## src/rtl/pwl_pkg.sv

```systemverilog
`timescale 1ns / 1ps
// Shared types and constants for the three-point piecewise linear map.
// No dependencies; every other file imports this package.
package pwl_pkg;

	localparam int VALUE_WIDTH   = 32;
	localparam int FRACTION_BITS = 16;
	localparam int DIFF_W        = VALUE_WIDTH + 1;
	localparam int PROD_W        = 2 * DIFF_W;
	localparam int SUM_W         = DIFF_W + 2;
	localparam int QUEUE_DEPTH   = 4;
	localparam int QUEUE_AW      = $clog2(QUEUE_DEPTH);
	localparam int REG_IDX_W     = 3;

	typedef logic [REG_IDX_W-1:0] reg_idx_t;
	typedef logic signed [VALUE_WIDTH-1:0] value_t;
	typedef logic signed [DIFF_W-1:0] diff_t;

	localparam reg_idx_t REG_START_X = reg_idx_t'(0);
	localparam reg_idx_t REG_START_Y = reg_idx_t'(1);
	localparam reg_idx_t REG_KNEE_X  = reg_idx_t'(2);
	localparam reg_idx_t REG_KNEE_Y  = reg_idx_t'(3);
	localparam reg_idx_t REG_END_X   = reg_idx_t'(4);
	localparam reg_idx_t REG_END_Y   = reg_idx_t'(5);

	localparam value_t FIX_ONE     = value_t'(1) << FRACTION_BITS;
	localparam value_t FIX_NEG_ONE = -FIX_ONE;
	localparam value_t FIX_ZERO    = '0;
	localparam value_t VALUE_MAX   = {1'b0, {(VALUE_WIDTH-1){1'b1}}};
	localparam value_t VALUE_MIN   = {1'b1, {(VALUE_WIDTH-1){1'b0}}};

	// One classified segment: offset, rise, run, base value and zero-width flag
	typedef struct packed {
		diff_t  num;
		diff_t  mul;
		diff_t  den;
		value_t base;
		logic   zero;
	} seg_t;

endpackage

```

## src/rtl/pwl_front.sv

```systemverilog
`timescale 1ns / 1ps
// Front end: breakpoint registers, input clamp and segment classification.
// Depends on pwl_pkg.
module pwl_front (
	input  logic              clk,
	input  logic              arst_n,
	input  logic              push,
	input  pwl_pkg::value_t   sample,
	output logic              full,
	input  logic              cfg_wr_en,
	input  pwl_pkg::reg_idx_t cfg_index,
	input  pwl_pkg::value_t   cfg_data,
	output logic              seg_push,
	output pwl_pkg::seg_t     seg,
	input  logic              seg_full
);
	import pwl_pkg::*;

	value_t start_x_q, start_y_q, knee_x_q, knee_y_q, end_x_q, end_y_q;
	logic   adv;
	logic   vld_s1, vld_s2;
	value_t sample_s1, clamp_s2;
	logic   asc_s2;
	logic   asc_d;
	value_t clamp_d;
	value_t xa, ya, xb, yb;
	logic   zero_d;

	function automatic diff_t sub_ext(value_t a, value_t b);
		return {a[VALUE_WIDTH-1], a} - {b[VALUE_WIDTH-1], b};
	endfunction

	always_ff @(posedge clk or negedge arst_n) begin
		if (!arst_n) begin
			start_x_q <= FIX_NEG_ONE;
			start_y_q <= FIX_NEG_ONE;
			knee_x_q  <= FIX_ZERO;
			knee_y_q  <= FIX_ZERO;
			end_x_q   <= FIX_ONE;
			end_y_q   <= FIX_ONE;
		end else if (cfg_wr_en) begin
			case (cfg_index)
				REG_START_X: start_x_q <= cfg_data;
				REG_START_Y: start_y_q <= cfg_data;
				REG_KNEE_X:  knee_x_q  <= cfg_data;
				REG_KNEE_Y:  knee_y_q  <= cfg_data;
				REG_END_X:   end_x_q   <= cfg_data;
				REG_END_Y:   end_y_q   <= cfg_data;
				default: ;
			endcase
		end
	end

	assign adv  = !seg_full;
	assign full = seg_full;

	always_ff @(posedge clk or negedge arst_n) begin
		if (!arst_n) begin
			vld_s1 <= 1'b0;
			vld_s2 <= 1'b0;
		end else if (adv) begin
			vld_s1 <= push;
			vld_s2 <= vld_s1;
		end
	end

	always_ff @(posedge clk) begin
		if (adv) begin
			sample_s1 <= sample;
			clamp_s2  <= clamp_d;
			asc_s2    <= asc_d;
		end
	end

	// clamp to the span, whichever way it runs
	assign asc_d = start_x_q < end_x_q;

	always_comb begin
		clamp_d = sample_s1;
		if (asc_d) begin
			if (sample_s1 < start_x_q)
				clamp_d = start_x_q;
			else if (sample_s1 > end_x_q)
				clamp_d = end_x_q;
		end else begin
			if (sample_s1 < end_x_q)
				clamp_d = end_x_q;
			else if (sample_s1 > start_x_q)
				clamp_d = start_x_q;
		end
	end

	// pick the segment on the sample's side of the knee
	always_comb begin
		if (asc_s2) begin
			if (clamp_s2 <= knee_x_q) begin
				xa = start_x_q;
				ya = start_y_q;
				xb = knee_x_q;
				yb = knee_y_q;
			end else begin
				xa = knee_x_q;
				ya = knee_y_q;
				xb = end_x_q;
				yb = end_y_q;
			end
		end else begin
			xa = knee_x_q;
			ya = knee_y_q;
			if (clamp_s2 >= knee_x_q) begin
				xb = start_x_q;
				yb = start_y_q;
			end else begin
				xb = end_x_q;
				yb = end_y_q;
			end
		end
	end

	assign zero_d = xb == xa;

	always_comb begin
		seg.num  = sub_ext(clamp_s2, xa);
		seg.mul  = sub_ext(yb, ya);
		seg.den  = sub_ext(xb, xa);
		seg.base = zero_d ? knee_y_q : ya;
		seg.zero = zero_d;
	end

	assign seg_push = vld_s2 && adv;

endmodule

```

## config.mk

```make
export PLATFORM = sky130hd
export DESIGN_NAME = pwl_front
export DESIGN_NICKNAME = d
export VERILOG_FILES = /design/src/rtl/pwl_pkg.sv /design/src/rtl/pwl_front.sv
export SDC_FILE = /design/constraint.sdc
export NUM_CORES = 1
export LEC_CHECK = 0
export ABC_AREA = 1
export BUFFER_PORTS_ARGS = -buffer_cell sky130_fd_sc_hd__buf_2
export CAP_MARGIN = 0
export CORE_MARGIN = 1
export CORE_UTILIZATION = 24
export CTS_CLUSTER_DIAMETER = 60
export DETAILED_ROUTE_END_ITERATION = 10
export PLACE_DENSITY_LB_ADDON = 0.3
export SLEW_MARGIN = 10
export SYNTH_ARGS = -nofsm -noshare
export SYNTH_HDL_FRONTEND = slang
export SYNTH_SLANG_ARGS = --single-unit
```

## constraint.sdc

```tcl
create_clock -name clk -period 6.85 [get_ports clk]
set_input_delay 1.37 -clock clk [delete_from_list [all_inputs] [get_ports clk]]
set_output_delay 1.37 -clock clk [all_outputs]
set_load 0.03 [all_outputs]
```

==> flow_summary.toml <==
[global_route]
grt_pass1_vias = 21000
grt_max_degree = 107
antenna_found_initial = 4
grt_pass1_wl_um = 131000
grtUsageTotal = 0.181
grt-ovfl-total = 0

[hold_path]
min-delay-path-class = "flop to flop"

[placed_design]
dp_hpwl_um = 65300
io_buffers = 205
place.gp.congestion = 0.909

[sta]
rsz0062_at_grt = "true"
post-route-min-period_ns = 6.73
worst_pin_slew_ns = 1.24
setup-violations-final = 0
finalMaxSlewViolations = 0
max_slew_margin = 0.167
timing.final.crit_share = 0.982
fmax_mhz = 149
fin_skew_ns = 0.0260
hold_viol = 0
tns_ns = 0

[layout]
final_nets = 3769
layout-drive-gt1-share = 0.171
post-route-util = 0.302
n_antenna_cell = 0
syn_to_final_growth_pct = 24.0

[clock_tree]
path_clk_slew_ns = 0.07
cts-root-buf = "clkbuf_16"
cts_tree = "yes"
clock_latency_ns = 0.60
numCtsBuffers = 31
cts.sinks = 259
cts_buffer_depth = 3
htreeDepth = 1
holdBufCountCts = 0

[setup_path]
r2r_slack_ns = 2.53
arrival_ns = 5.36
slowest_stage = "edfxtp_1"
critPathLaunchType = "flop"
crit_path_max_fanout = 24
path_class = "flop to output pin"
cpPeakStageDelay_ns = 0.44
endpoint_kind = "output pin"
worstPathRequired_ns = 5.48

[logic_synthesis]
synth_area_sq_mm = 0.0221
synthArstFlopShare = 0.749
synth.area.top_cells = "dfrtp_1, nand2_1, ha_1"
yosysSeqAreaShare = 0.311
synth_top_family_by_area = "simple AND/OR/NAND/NOR gates"
yosysUniqueCellTypes = 51
syn_inst = 3217
ys.flop_type = "dfrtp_1"
synth_area_leader_cell = "dfrtp_1"
avgSynthCellArea_sq_um = 6.86
synth-compound-area-share = 0.222
synth_fp_nets = 3501
synth_edf_count = 65
synthMuxAreaShare = 0.00136
yosys.area.top_type_share = 0.182
synth_adder_area_share = 0.121
synthSimpleGateAreaFrac = 0.235
ys_seq_elements = 259
synth_xor_area_frac = 0.0258
ys.warnings.count = 0

[routing]
via_per_inst = 4.84
ant_nets = 0
dr_total_vias = 22700
drtIter0Drc = 1903
wl_um = 87900
firstDrtPassIters = 5
post-route-drc-count = 0
wl_per_cell_um = 18.8

[floorplanning]
rows = 110
fp.dieH_um = 305
num_io_pins = 206
start_util = 0.244
die_area_sq_mm = 0.0931
design.core.area_sq_mm = 0.0906
fp.dieW_um = 305

[job]
cap_violations = 0

[outcome]
status = "finished clean"
layer usage:
layer,track usage,vias to the layer above,share of wire
li1,-,11400,-
met1,0.271,10600,0.49
met2,0.284,697,0.44
met3,0.0139,73,0.054
met4,0.0313,0,0.016
met5,0,-,0
area by class of cell:
| class | instances | area (sq um) |
|---|---|---|
| clock buffers | 40 | 851 |
| clock inverters | 17 | 211 |
| fillers | 9917 | 63200 |
| inverters | 353 | 1350 |
| multi-input cells | 2477 | 14000 |
| flip-flops and latches | 259 | 6850 |
| well taps | 1176 | 1470 |
| repair buffers | 363 | 2660 |
flip-flops by register name, summed over array words and instances, names as in the netlist, 32 cells and up:
name       cells
end_x_q       32
clamp_s2      32
start_x_q     32
sample_s1     32
end_y_q       32
knee_x_q      32
start_y_q     32
knee_y_q      32
path summary, 6_finish.rpt:
check,endpoint,depth (start not counted),start
worst max register to register,clamp_s2[29]$_DFFE_PN_,15,end_x_q[31]$_DFFE_PN0P_
worst min register to register,knee_x_q[28]$_DFFE_PN0P_,2,knee_x_q[28]$_DFFE_PN0P_
min in group asynchronous,knee_y_q[27]$_DFFE_PN0P_,1,arst_n
max in group asynchronous,end_x_q[1]$_DFFE_PN0P_,2,arst_n
worst max-delay path,seg[18],25,clamp_s2[27]$_DFFE_PN_
worst min-delay path,knee_x_q[28]$_DFFE_PN0P_,2,knee_x_q[28]$_DFFE_PN0P_
cell families after synthesis:
group / after synthesis
DFF: 259
AOI/OAI and AO/OA: 897
adders and majority gates: 212
xor gates and xnor gates: 65
buffers and inverters: 484
and+or+nand+nor: 1297
muxes: 3
worst max-delay path: cells and delay by family (launching register included):
kind	cells	cell delay (ns)
and+or+nand+nor	12	1.93
buffers and inverters	8	1.25
adders and majority gates	2	0.74
DFF	1	0.44
AOI/OAI and AO/OA	3	0.35
cell usage after synthesis, types with 2 or more instances:
| library cell | instances |
|---|---|
| inv_1 | 346 |
| nand2_2 | 11 |
| a211oi_1 | 9 |
| o21ai_2 | 2 |
| a31oi_1 | 12 |
| edfxtp_1 | 65 |
| nor4_1 | 4 |
| dfstp_2 | 34 |
| nor2_1 | 132 |
| nor2_2 | 3 |
| a21o_1 | 3 |
| a21oi_1 | 229 |
| a21boi_0 | 3 |
| nor3_1 | 21 |
| o21bai_1 | 5 |
| clkbuf_1 | 114 |
| o221ai_1 | 2 |
| o31ai_1 | 6 |
| mux2i_1 | 3 |
| ha_1 | 211 |
| and3_1 | 2 |
| xor2_1 | 58 |
| nand2_1 | 982 |
| o211ai_1 | 99 |
| dfrtp_1 | 160 |
| buf_1 | 3 |
| o21ai_1 | 21 |
| o21ai_0 | 487 |
| clkinv_1 | 2 |
| o221a_2 | 3 |
| o21a_1 | 11 |
| nand3_1 | 120 |
| buf_6 | 2 |
| and2_1 | 2 |
| buf_2 | 4 |
| a221oi_1 | 2 |
| inv_2 | 4 |
| nand4_1 | 14 |
| buf_4 | 8 |
| xnor2_1 | 7 |
per-stage QoR:
step,setup slack (ns),instance area [sq um],hold WS (ns),instances
final,0.125,27300,0.486,4685
after global routing,-0.136,27300,0.493,4685
after detailed placement,0.173,24500,0.473,4512
after CTS,-0.0123,26400,0.489,4631
after global placement,0.246,24500,0.467,4512
after floorplan,0.477,22100,0.447,3217
layout by cell type (no fill, tap or decap), drive strengths merged, types with 3 or more instances in the layout:
cell    synthesis  layout
dfrtp         160     160
clkbuf        114      45
nand3         122     123
o211ai         99      99
xor2           58      58
o221a           3       3
nor4            4       4
a31oi          12      12
xnor2           7       7
o21a           11      11
a21boi          3       3
nand2         994     996
edfxtp         65      65
mux2i           3       3
bufinv          0       4
buf            17     355
a211oi          9       9
o21bai          5       5
bufbuf          0       3
o31ai           6       6
inv           350     356
a21o            3       3
o21ai         510     510
dfstp          34      34
nand4          15      15
clkinv          3      10
nor2          135     135
nor3           22      22
a21oi         229     229
ha            211     211
timing repair:
item,in CTS,in global routing
buffers inserted,55,52
pin swaps,45,67
gates resized for setup,95,142
setup endpoints to repair,43,58
cloned,7,4
Power is not shown: default switching activity piles up to over one toggle a cycle in this logic, so the estimate is an artifact.
