--- config.mk ---
export PLATFORM = sky130hd
export DESIGN_NAME = pwl_queue
export DESIGN_NICKNAME = d
export VERILOG_FILES = /design/src/rtl/pwl_pkg.sv /design/src/rtl/pwl_queue.sv
export SDC_FILE = /design/constraint.sdc
export NUM_CORES = 1
export LEC_CHECK = 0
export BUFFER_PORTS_ARGS = -buffer_cell sky130_fd_sc_hd__buf_2
export CAP_MARGIN = 20
export CORE_MARGIN = 5
export CORE_UTILIZATION = 51
export CTS_CLUSTER_DIAMETER = 80
export DETAILED_ROUTE_END_ITERATION = 10
export PLACE_DENSITY = 0.72
export SYNTH_ARGS = -nofsm -noshare
export SYNTH_HDL_FRONTEND = slang
export SYNTH_SLANG_ARGS = --single-unit
--- constraint.sdc ---
create_clock -name clk -period 5.75 [get_ports clk]
set_input_delay 0.2875 -clock clk [delete_from_list [all_inputs] [get_ports clk]]
set_output_delay 0.2875 -clock clk [all_outputs]
set_load 0.02 [all_outputs]
--- src/rtl/pwl_pkg.sv ---
`timescale 1ns / 1ps
// Shared types and constants for the three-point piecewise linear map.
// No dependencies; every other file imports this package.
package pwl_pkg;

	localparam int VALUE_WIDTH   = 32;
	localparam int FRACTION_BITS = 16;
	localparam int DIFF_W        = VALUE_WIDTH + 1;
	localparam int PROD_W        = 2 * DIFF_W;
	localparam int SUM_W         = DIFF_W + 2;
	localparam int QUEUE_DEPTH   = 4;
	localparam int QUEUE_AW      = $clog2(QUEUE_DEPTH);
	localparam int REG_IDX_W     = 3;

	typedef logic [REG_IDX_W-1:0] reg_idx_t;
	typedef logic signed [VALUE_WIDTH-1:0] value_t;
	typedef logic signed [DIFF_W-1:0] diff_t;

	localparam reg_idx_t REG_START_X = reg_idx_t'(0);
	localparam reg_idx_t REG_START_Y = reg_idx_t'(1);
	localparam reg_idx_t REG_KNEE_X  = reg_idx_t'(2);
	localparam reg_idx_t REG_KNEE_Y  = reg_idx_t'(3);
	localparam reg_idx_t REG_END_X   = reg_idx_t'(4);
	localparam reg_idx_t REG_END_Y   = reg_idx_t'(5);

	localparam value_t FIX_ONE     = value_t'(1) << FRACTION_BITS;
	localparam value_t FIX_NEG_ONE = -FIX_ONE;
	localparam value_t FIX_ZERO    = '0;
	localparam value_t VALUE_MAX   = {1'b0, {(VALUE_WIDTH-1){1'b1}}};
	localparam value_t VALUE_MIN   = {1'b1, {(VALUE_WIDTH-1){1'b0}}};

	// One classified segment: offset, rise, run, base value and zero-width flag
	typedef struct packed {
		diff_t  num;
		diff_t  mul;
		diff_t  den;
		value_t base;
		logic   zero;
	} seg_t;

endpackage

--- src/rtl/pwl_queue.sv ---
`timescale 1ns / 1ps
// Short queue of classified segments between the front and back ends.
// Depends on pwl_pkg.
module pwl_queue (
	input  logic          clk,
	input  logic          arst_n,
	input  logic          push,
	input  pwl_pkg::seg_t wdata,
	output logic          full,
	input  logic          pop,
	output pwl_pkg::seg_t rdata,
	output logic          empty
);
	import pwl_pkg::*;

	seg_t                mem_q [QUEUE_DEPTH];
	logic [QUEUE_AW-1:0] wptr_q, rptr_q;
	logic [QUEUE_AW:0]   cnt_q;
	logic                do_push, do_pop;

	assign full    = cnt_q == (QUEUE_AW+1)'(QUEUE_DEPTH);
	assign empty   = cnt_q == '0;
	assign do_push = push && !full;
	assign do_pop  = pop && !empty;
	assign rdata   = mem_q[rptr_q];

	always_ff @(posedge clk or negedge arst_n) begin
		if (!arst_n) begin
			wptr_q <= '0;
			rptr_q <= '0;
			cnt_q  <= '0;
		end else begin
			if (do_push) begin
				if (wptr_q == QUEUE_AW'(QUEUE_DEPTH - 1))
					wptr_q <= '0;
				else
					wptr_q <= wptr_q + 1'b1;
			end
			if (do_pop) begin
				if (rptr_q == QUEUE_AW'(QUEUE_DEPTH - 1))
					rptr_q <= '0;
				else
					rptr_q <= rptr_q + 1'b1;
			end
			case ({do_push, do_pop})
				2'b10:   cnt_q <= cnt_q + 1'b1;
				2'b01:   cnt_q <= cnt_q - 1'b1;
				default: ;
			endcase
		end
	end

	always_ff @(posedge clk) begin
		if (do_push)
			mem_q[wptr_q] <= wdata;
	end

endmodule

==> metrics.md, run 1 <==
| Metric | Value |
|---|---|
| Die W | roughly 210 um |
| Detailed-route DRC error count | 0 |
| Sequential Power Share | 0.437 |
| Net Sw Power | roughly 4 mW |
| GRT Overall Usage | 0.185 |
| GRT busiest layer | met2 |
| Slew margin rel. | 0.262 |
| DR iter-0 viols | around 540 |
| Grt total ovfl | 0 |
| Final Hold Fails | 0 |
| Worst EP required | ~5500 ps |
| Register bit total from synthesis | around 540 |
| Critical path's largest stage delay | around 1100 ps |
| Final HPWL DP | around 22000 um |
| Distinct cells, synth | 20 |
| Register area share after synthesis | 0.824 |
| Switch share | 0.313 |
| Vias in the first global route | between 10k and 15k |
| CTS tree | done |
| Met2 usage | 0.304 |
| Slowest stage cell on the critical path | dfrtp_4 |
| Clock share of power | 0.253 |
| Initial Utilization | 0.517 |
| # resized after CTS | 0 |
| Post-Syn Nets | 873 |
| Ports | 270 |
| Share of post-route cells with drive strength above 1 | 0.404 |
| Crit. End Element | output port |
| Max FO, Critical Path | 70 |
| Site Rows | 71 |
| Worst VDD drop | about 0.00057 V |
| Clk slew on worst S/H paths | 60 ps |
| WS Path Type | reg2out |
| Core Area | approximately 0.038 mm2 |
| Crit-path cells | buf_4 > mux4_2 > buf_2 |
| Clock sinks | between 500 and 600 |
| Num CTS Buffers | 53 |
| RSZ-0062 raised after global routing | no |
| First-pass GRT wire length | 59000 um |
| Utilization after layout | 0.646 |
| Fin crit share | 0.588 |
| Clk buf depth | 3 |
| Multi-input gate area | approximately 0.0032 mm2 |
| Worst Setup Start Kind | flop |
| ANT nets after route | 0 |
| Largest net degree at the start of global routing | about 130 |
| Routing usage on met1 | 0.253 |
| Clock Latency Late Sink | around 560 ps |
| Static Leak | around 8.4 nW |
| Register area | approximately 0.016 mm2 |
| Fin. max-slew vios | 0 |
| Max cap viols | 0 |
| Critical Path AT | approximately 3000 ps |
| FMAX | ~300 MHz |
| Status | complete, no violations |
| Cells after Synth | 730 |
| Pint | roughly 8.6 mW |
| Worst Hold Class | in2async |
| DR vias/cell | between 5 and 6 |
| I/O Buffers | roughly 270 |
| Grt met3 use | 0.0471 |
| Die area | around 0.042 mm2 |
| Via count | approximately 9.2k |
| Area delta synth->final | 25.0% |
| Wire length per cell | between 20 and 25 um |
| Post-Route Setup TNS | 0 ps |
| Synthesized area | between 0.015 and 0.02 mm2 |
| Logic pwr share | 0.310 |
| Syn_area_per_cell | 26.7 um2 |
| Final setup viols | 0 |
| Slew @ Worst Pin | between 1000 and 1500 ps |
| Post-layout nets | about 1.3k |
| Clk root buf | clkbuf_16 |
| First drt pass iteration count | 5 |
| Drt total wl | between 30000 and 40000 um |
| Final min period | about 3400 ps |
| H-tree depth | 2 |
| Worst Clk Skew | a little over 8 ps |
| GPL Wtd Cong | roughly 0.72 |
| Die height | just over 200 um |
| Antenna violations before repair | 3 |
| PD cells | around 500 mW/mm2 |
| WHS | between 80 and 90 ps |
| YS warnings | 0 |
| Filler instances | roughly 2.6k |
-- worst paths after layout --
path                           endpoint  depth (start not counted)      start  slack [ps]
max reg2reg                mem_q[1][92]                          4   cnt_q[2]        2970
min in group clk              rptr_q[1]                          3        pop         170
max in group asynchronous     rptr_q[1]                          2     arst_n        5480
max                           rdata[13]                          3  rptr_q[1]        2370
min reg2reg                    cnt_q[2]                          1   cnt_q[2]         510
min                            cnt_q[2]                          2     arst_n          90
-- synth_stat cells --
master	n	share of area
edfxtp_1	528	0.81
mux4_2	132	0.15
buf_2	16	0.0041
buf_6	8	0.0046
dfrtp_1	7	0.0090
inv_1	7	0.0014
ha_1	6	0.0039
clkbuf_1	5	0.00096
and2_1	4	0.0013
mux2_2	4	0.0023
nor2_1	3	0.00058
xor2_1	2	0.00090
buf_4	1	0.00039
fa_1	1	0.0010
mux2i_1	1	0.00051
nand2b_1	1	0.00032
nor2b_1	1	0.00032
nor3_1	1	0.00026
nor3b_1	1	0.00039
xnor2_1	1	0.00045
-- flip-flops by register name, summed over array words and instances (netlist names) --
register	cells
wptr_q	2
rptr_q	2
cnt_q	3
mem_q	528
-- timing repair --
action / in CTS / in global routing
hold buffers: 133 / 0
hold endpoints to repair: 535 / 0
buffers inserted: 0 / 0
-- logic make-up after synthesis --
logic type,share of synthesized area
xor+xnor,0.00135
fa+ha+maj,0.00489
flops,0.824
buf+inv,0.0114
mux,0.156
simple gates,0.00315
-- cells in the final DEF, fill, tap and decap left out, types with 3 or more instances in the layout --
master         count
buf_4              4
clkbuf_8           5
buf_2            269
edfxtp_1         528
clkbuf_1          16
buf_12             5
ha_1               6
inv_1              7
clkinv_2           6
mux4_2           132
clkinv_1          10
dlygate4sd3_1    133
dfrtp_1            5
nor2_1             3
clkbuf_16         53
mux2_2             4
and2_4             4
-- critical path: cells and delay by family, from the launching register on --
kind,cells,cell delay (ps)
buffers and inverters,2,910
flip-flops,1,1120
multiplexers,1,430
-- power groups by stage --
stage / clock network [mW] / logic, mW / registers (mW)
2_1_floorplan: 0 / 2.78 / 5.43
3_3_place_gp: 0 / 3.87 / 5.52
3_5_place_dp: 0 / 3.89 / 5.56
4_1_cts: 3.25 / 3.98 / 5.48
5_1_grt: 3.41 / 4.15 / 5.55
6_report: 3.16 / 3.88 / 5.47
-- metal layers --
| metal | wire, um | vias to the layer above |
|---|---|---|
| met5 | 7 | - |
| li1 | - | 4039 |
| met2 | 18900 | 307 |
| met3 | 2700 | 60 |
| met4 | 713 | 2 |
| met1 | 15800 | 4755 |
-- per-stage QoR --
step                      power, mW  setup WS, ps  area [um2]  std cells
after CTS                      12.7          2270       24300       1715
after floorplan                8.21          1260       19500        730
after global routing           13.1          2180       24300       1717
final                          12.5          2370       24300       1717
after global placement         9.40          2900       21400       1489
after detailed placement       9.45          2900       21400       1489
-- final cells by class --
cell class,count,share of cell area
Antenna cell,2,0.000206
Inverter,7,0.00108
Multi-Input combinational cell,158,0.132
Clock inverter,19,0.00555
Sequential cell,535,0.659
Clock buffer,74,0.0598
Tap cell,511,0.0263
Timing Repair Buffer,411,0.115
No activity file was read; power rests on OpenSTA's default activity.
==> run 2, diff against run 1 <==
Settings changed: ABC_AREA set to 1, PLACE_DENSITY 0.72 to 0.74.
Clock period 5.75 ns to 3 ns, I/O delays scaled along.
==> metrics.md, run 2 <==
| Metric | Value |
|---|---|
| Via count | 13.4k |
| Post-DP Area | roughly 0.023 mm2 |
| Worst Setup Start Kind | flop |
| Worst VDD drop | between 0.0007 and 0.0008 V |
| Die W | ~220 um |
| Clk root buf | clkbuf_16 |
| Largest net degree at the start of global routing | approximately 110 |
| Commonest non-fill, non-tap cell in the layout | edfxtp_1 |
| Max cap viols | 0 |
| Max FFs per register | around 530 |
| Main synth FF type | edfxtp_1 |
| Area contributors post-synth | edfxtp_1 (74%), o211ai_1 (9.2%), nand2_1 (7.2%) |
| Clock Latency Late Sink | 590 ps |
| Syn_area_per_cell | ~13 um2 |
| Detailed-route DRC error count | 0 |
| # resized after CTS | 0 |
| Grt total ovfl | 0 |
| Final setup viols | 0 |
| Post-Syn Nets | 1744 |
| Clock share of power | 0.256 |
| Largest registers | mem_q (528), cnt_q (3) |
| Area delta synth->final | 22.4% |
| Register area | 0.0160 mm2 |
| Worst EP required | about 2900 ps |
| Sequential Power Share | 0.391 |
| Yosys top cell area share | 0.736 |
| Die area | ~0.046 mm2 |
| Clk slew on worst S/H paths | approximately 60 ps |
| Critical Path AT | 2470 ps |
| Post-synth ARST share | 0.0131 |
| ANT nets after route | 0 |
| Drt total wl | 46100 um |
| Most frequent cells in the layout | edfxtp_1 (528), nand2_1 (410), inv_1 (278) |
| Distinct cells, synth | 18 |
| GPL Wtd Cong | around 0.77 |
| First drt pass iteration count | 5 |
| DR iter-0 viols | approximately 900 |
| EDFF count, synth | approximately 530 |
| Slew @ Worst Pin | between 700 and 800 ps |
| Status | complete, no violations |
| Slew margin rel. | 0.516 |
| Antenna violations before repair | 3 |
| RSZ-0062 raised after global routing | no |
| Crit. End Element | output port |
| Clock sinks | about 540 |
| Post-CTS Setup Inserts | 0 |
| Final instance area | ~0.026 mm2 |
| YS warnings | 0 |
| Final HPWL DP | around 26000 um |
| Ports | 270 |
| Vias in the first global route | between 10k and 15k |
| Post-synth top cells | edfxtp_1 (528), nand2_1 (411), inv_1 (279) |
| Final Hold Fails | 0 |
| Share of post-route cells with drive strength above 1 | 0.187 |
| Post-layout nets | 2141 |
| I/O Buffers | 269 |
| Net Sw Power | around 10 mW |
| Total power | around 26 mW |
| PD cells | between 1000 and 1500 mW/mm2 |
| Register area share after synthesis | 0.744 |
| Fin. max-slew vios | 0 |
| Cells after Synth | 1601 |
| Num CTS Buffers | 53 |
| Wire length per cell | approximately 18 um |
| Most common cell in the synthesized netlist | edfxtp_1 |
| Worst Hold Class | in2reg |
| Site Rows | 75 |
| Multi-input gate area | 0.00376 mm2 |
| Synthesized area | around 0.022 mm2 |
| Initial Utilization | 0.515 |
| CTS tree | done |
| DR vias/cell | around 5.2 |
| Switch share | 0.368 |
| Most flops, register | mem_q |
| FMAX | 381 MHz |
| Dominant cell type by area after synthesis | edfxtp_1 |
| Worst Clk Skew | 9.09 ps |
| Max FO, Critical Path | slightly above 90 |
| WS Path Type | reg2out |
| H-tree depth | 2 |
| Static Leak | about 10 nW |
| Final min period | about 2600 ps |
| GRT Overall Usage | 0.196 |
| Pint | between 15 and 20 mW |
| First-pass GRT wire length | 72900 um |
| Clk buf depth | 3 |
| Logic pwr share | 0.353 |
| WHS | between 300 and 400 ps |
| Die height | around 220 um |
| Filler instances | between 3k and 4k |
| Register bit total from synthesis | between 500 and 600 |
| Fin crit share | 0.875 |
| Flop2flop setup slack | between 1000 and 1500 ps |
| Core Area | 0.0419 mm2 |
[run 2: cell count changes after synthesis, sizes merged, moves of 7 or more]
cell and change:
nand2 +411, inv +273, o211ai +264, mux4 -132, buf +55, nand3 +7
[run 2: path summary, 6_finish.rpt]
| path | endpoint | from | cells after the start |
|---|---|---|---|
| hold / removal | mem_q[1][122] | wdata[122] | 2 |
| setup / recovery | rdata[3] | rptr_q[1] | 5 |
| min in group asynchronous | cnt_q[2] | arst_n | 3 |
| hold reg to reg | cnt_q[1] | cnt_q[1] | 2 |
| max in group asynchronous | rptr_q[0] | arst_n | 3 |
| setup reg to reg | mem_q[1][84] | wptr_q[1] | 5 |
[run 2: per-layer routing]
metal  part of all wire  global-route usage  up-vias  wire, um
met3              0.065              0.0468       58      3020
li1                   -                   -     6394         -
met1               0.42               0.252     6550     19200
met2               0.50               0.338      411     23100
met5            0.00028                   0        -        13
met4              0.017              0.0504        2       794
[run 2: metrics by stage]
step	TNS [ps]	util	setup WS, ps	std cells
3_3_place_gp	0	0.555	1020	2346
6_report	0	0.630	375	2583
3_5_place_dp	0	0.555	1010	2346
5_1_grt	0	0.630	256	2583
4_1_cts	0	0.630	334	2581
2_1_floorplan	-9630	-	-25.7	1601
[run 2: kinds of logic (layout without fill, tap and decap cells)]
group	Yosys count	after routing	synth area share
xor+xnor	1	1	0.000406
compound gates	265	265	0.0922
other cells	0	2	0
buf+inv	368	809	0.0847
flops	535	535	0.744
fa+ha+maj	7	7	0.00441
simple gates	425	425	0.0745
[run 2: area by class of cell]
class / instances / share of cell area
inverters: 280 / 0.0399
clock inverters: 34 / 0.0144
multi-input cells: 698 / 0.142
flip-flops and latches: 535 / 0.608
clock buffers: 65 / 0.0536
diodes: 2 / 0.000190
repair buffers: 430 / 0.116
well taps: 539 / 0.0256
[run 2: timing repair]
action | in CTS | in global routing
hold endpoints to repair | 539 | 0
endpoints found under the setup margin | 0 | 0
hold buffers | 136 | 0
[run 2: power groups by stage]
stage	Clock (mW)	Combinational [mW]	Sequential [mW]
global route	7.24	10.2	10.4
CTS	6.88	9.40	10.3
detailed placement	0	9.22	10.5
floorplan	0	6.75	10.3
finish	6.76	9.32	10.3
global placement	0	9.06	10.4
[run 2: critical path, stage by stage (launching register included)]
cell      delay (ps)
dfrtp_4          650
inv_4            200
buf_12           410
o211ai_1         190
nand2_1          140
buf_2            180
==> run 3, diff against run 2 <==
Settings changed: ABC_AREA 1 to not set, PLACE_DENSITY 0.74 to 0.75.
==> metrics.md, run 3 (synthesis results as in run 1) <==
| Metric | Value |
|---|---|
| Logic pwr share | 0.316 |
| Clk buf depth | 3 |
| Final HPWL DP | approximately 22000 um |
| Initial Utilization | 0.517 |
| Worst EP required | between 2000 and 3000 ps |
| Most frequent cells in the layout | edfxtp_1 (528), buf_2 (269), dlygate4sd3_1 (134) |
| Worst VDD drop | about 0.00066 V |
| First-pass GRT wire length | between 50000 and 60000 um |
| Net Sw Power | around 7.6 mW |
| RSZ-0062 raised after global routing | no |
| Most flops, register | mem_q |
| Commonest non-fill, non-tap cell in the layout | edfxtp_1 |
| RR Endpoint | mem_q[2][51] |
| Clk slew on worst S/H paths | 60 ps |
| Switch share | 0.309 |
| Slew margin rel. | 0.633 |
| Final std cells w/o fill | around 1.7k |
| Clock share of power | 0.265 |
| Max FO, Critical Path | 33 |
| Critical path's largest stage delay | slightly above 700 ps |
| Site Rows | a little over 70 |
| Share of post-route cells with drive strength above 1 | 0.414 |
| Clock sinks | roughly 540 |
| Worst r2r src | cnt_q[2] |
| Clk root buf | clkbuf_16 |
| Sequential Power Share | 0.420 |
| Max FFs per register | ~530 |
| Total power | between 20 and 25 mW |
| Worst R2R Path Depth | 4 |
| GRT Overall Usage | 0.184 |
| Worst path depth | 3 |
| Max cap viols | 0 |
| WHS | about 56 ps |
| Post-DP Area | roughly 0.022 mm2 |
| Vias in the first global route | 9902 |
| Critical Path Sink | rdata[79] |
| Slowest stage cell on the critical path | dfrtp_4 |
| Post-layout nets | about 1.3k |
| GPL Wtd Cong | 0.749 |
| Crit. End Element | output port |
| Core Area | 0.0377 mm2 |
| Fin. max-slew vios | 0 |
| Fin crit share | 0.855 |
| Largest net degree at the start of global routing | 76 |
| Die height | 205 um |
| Final instance area | about 0.025 mm2 |
| Critical Path AT | between 2000 and 2500 ps |
| Area delta synth->final | 26.7% |
| Antenna violations before repair | 3 |
| I/O Buffers | 269 |
| Final setup margin | ~430 ps |
| Worst Clk Skew | about 18 ps |
| Ports | 270 |
| Pint | ~17 mW |
| H-tree depth | 2 |
| Slew @ Worst Pin | ~550 ps |
| Detailed-route DRC error count | 0 |
| Largest registers | mem_q (528), cnt_q (3) |
| Post-Route Setup TNS | 0 ps |
| Die area | approximately 0.042 mm2 |
| Final setup viols | 0 |
| Worst Setup Start Kind | flop |
| Setup Slack @ Placement | around 730 ps |
| WP buf/inv | 2 |
| Die W | approximately 210 um |
| Final Hold Fails | 0 |
| Wire length per cell | around 22 um |
| Grt total ovfl | 0 |
| Crit-path cells | buf_12 > mux4_2 > buf_2 |
| Flop2flop setup slack | 730 ps |
| Via count | between 9k and 10k |
| Static Leak | between 8 and 9 nW |
| First drt pass iteration count | 4 |
| DR iter-0 viols | 632 |
| Worst Hold Class | in2reg |
| Clock Latency Late Sink | slightly below 600 ps |
| Utilization after layout | 0.655 |
| DR vias/cell | between 5 and 6 |
| Drt total wl | ~39000 um |
| FMAX | between 300 and 400 MHz |
| Num CTS Buffers | 51 |
| Status | complete, no violations |
| Setup crit start | rptr_q[0] |
| CTS tree | done |
| Delay-heaviest family, CP | flip-flops |
| Final min period | ~2600 ps |
| PD cells | 1000 mW/mm2 |
| ANT nets after route | 0 |
| WS Path Type | reg2out |
| Inst Count DP | between 1.5k and 2k |
==> run 3: cell count changes in the layout (fill, tap and decap cells not counted), sizes merged, moves of 3 or more <==
| cell | before | now |
|---|---|---|
| mux4 | 0 | 132 |
| nand3 | 7 | 0 |
| o211ai | 264 | 0 |
| buf | 294 | 290 |
| and2 | 0 | 4 |
| nand2 | 411 | 0 |
| inv | 284 | 8 |
| mux2 | 0 | 4 |
| nor2 | 6 | 3 |
==> run 3: worst min path at each step <==
stage,start,depth (start not counted),endpoint,slack [ps]
global placement,arst_n,1,cnt_q[1],-1
finish,pop,3,rptr_q[1],60
CTS,pop,3,rptr_q[1],1
global route,pop,3,rptr_q[1],50
floorplan,arst_n,0,cnt_q[0],-150
detailed placement,arst_n,1,cnt_q[1],3
==> run 3: area by class of cell <==
| cell class | count | area (um2) |
|---|---|---|
| inverter | 7 | 26.3 |
| timing repair buffer | 424 | 3010 |
| sequential | 535 | 16000 |
| clock buffer | 63 | 1340 |
| antenna | 2 | 5.00 |
| clock inverter | 31 | 384 |
| multi-input combinational | 158 | 3220 |
| tap | 511 | 639 |
| fill | 2430 | 13000 |
==> run 3: routing by layer <==
metal / global-route usage / vias to the layer above / wire (um)
met5: 0 / - / 13
met4: 0.0488 / 2 / 910
met3: 0.0476 / 61 / 2870
met2: 0.294 / 322 / 19200
met1: 0.260 / 4855 / 15600
li1: - / 4056 / -
==> run 3: worst register-to-register path: stages (launching register included) <==
cell and delay (ps):
dfrtp_1 410, nor3b_1 170, nor2b_1 450, and2_4 610, buf_12 310
==> run 3: what timing repair did <==
item,CTS,global route
buffers inserted,0,0
resized for setup,0,0
endpoints found under the hold margin,535,0
hold buffers,134,0
==> run 3: power by group through the flow <==
stage               Combinational, mW  Clock, mW  Sequential, mW
finish                           7.78       6.54            10.4
CTS                              7.94       6.67            10.4
detailed placement               7.76          0            10.5
floorplan                        5.34          0            10.3
global route                     8.29       7.03            10.5
global placement                 7.74          0            10.4
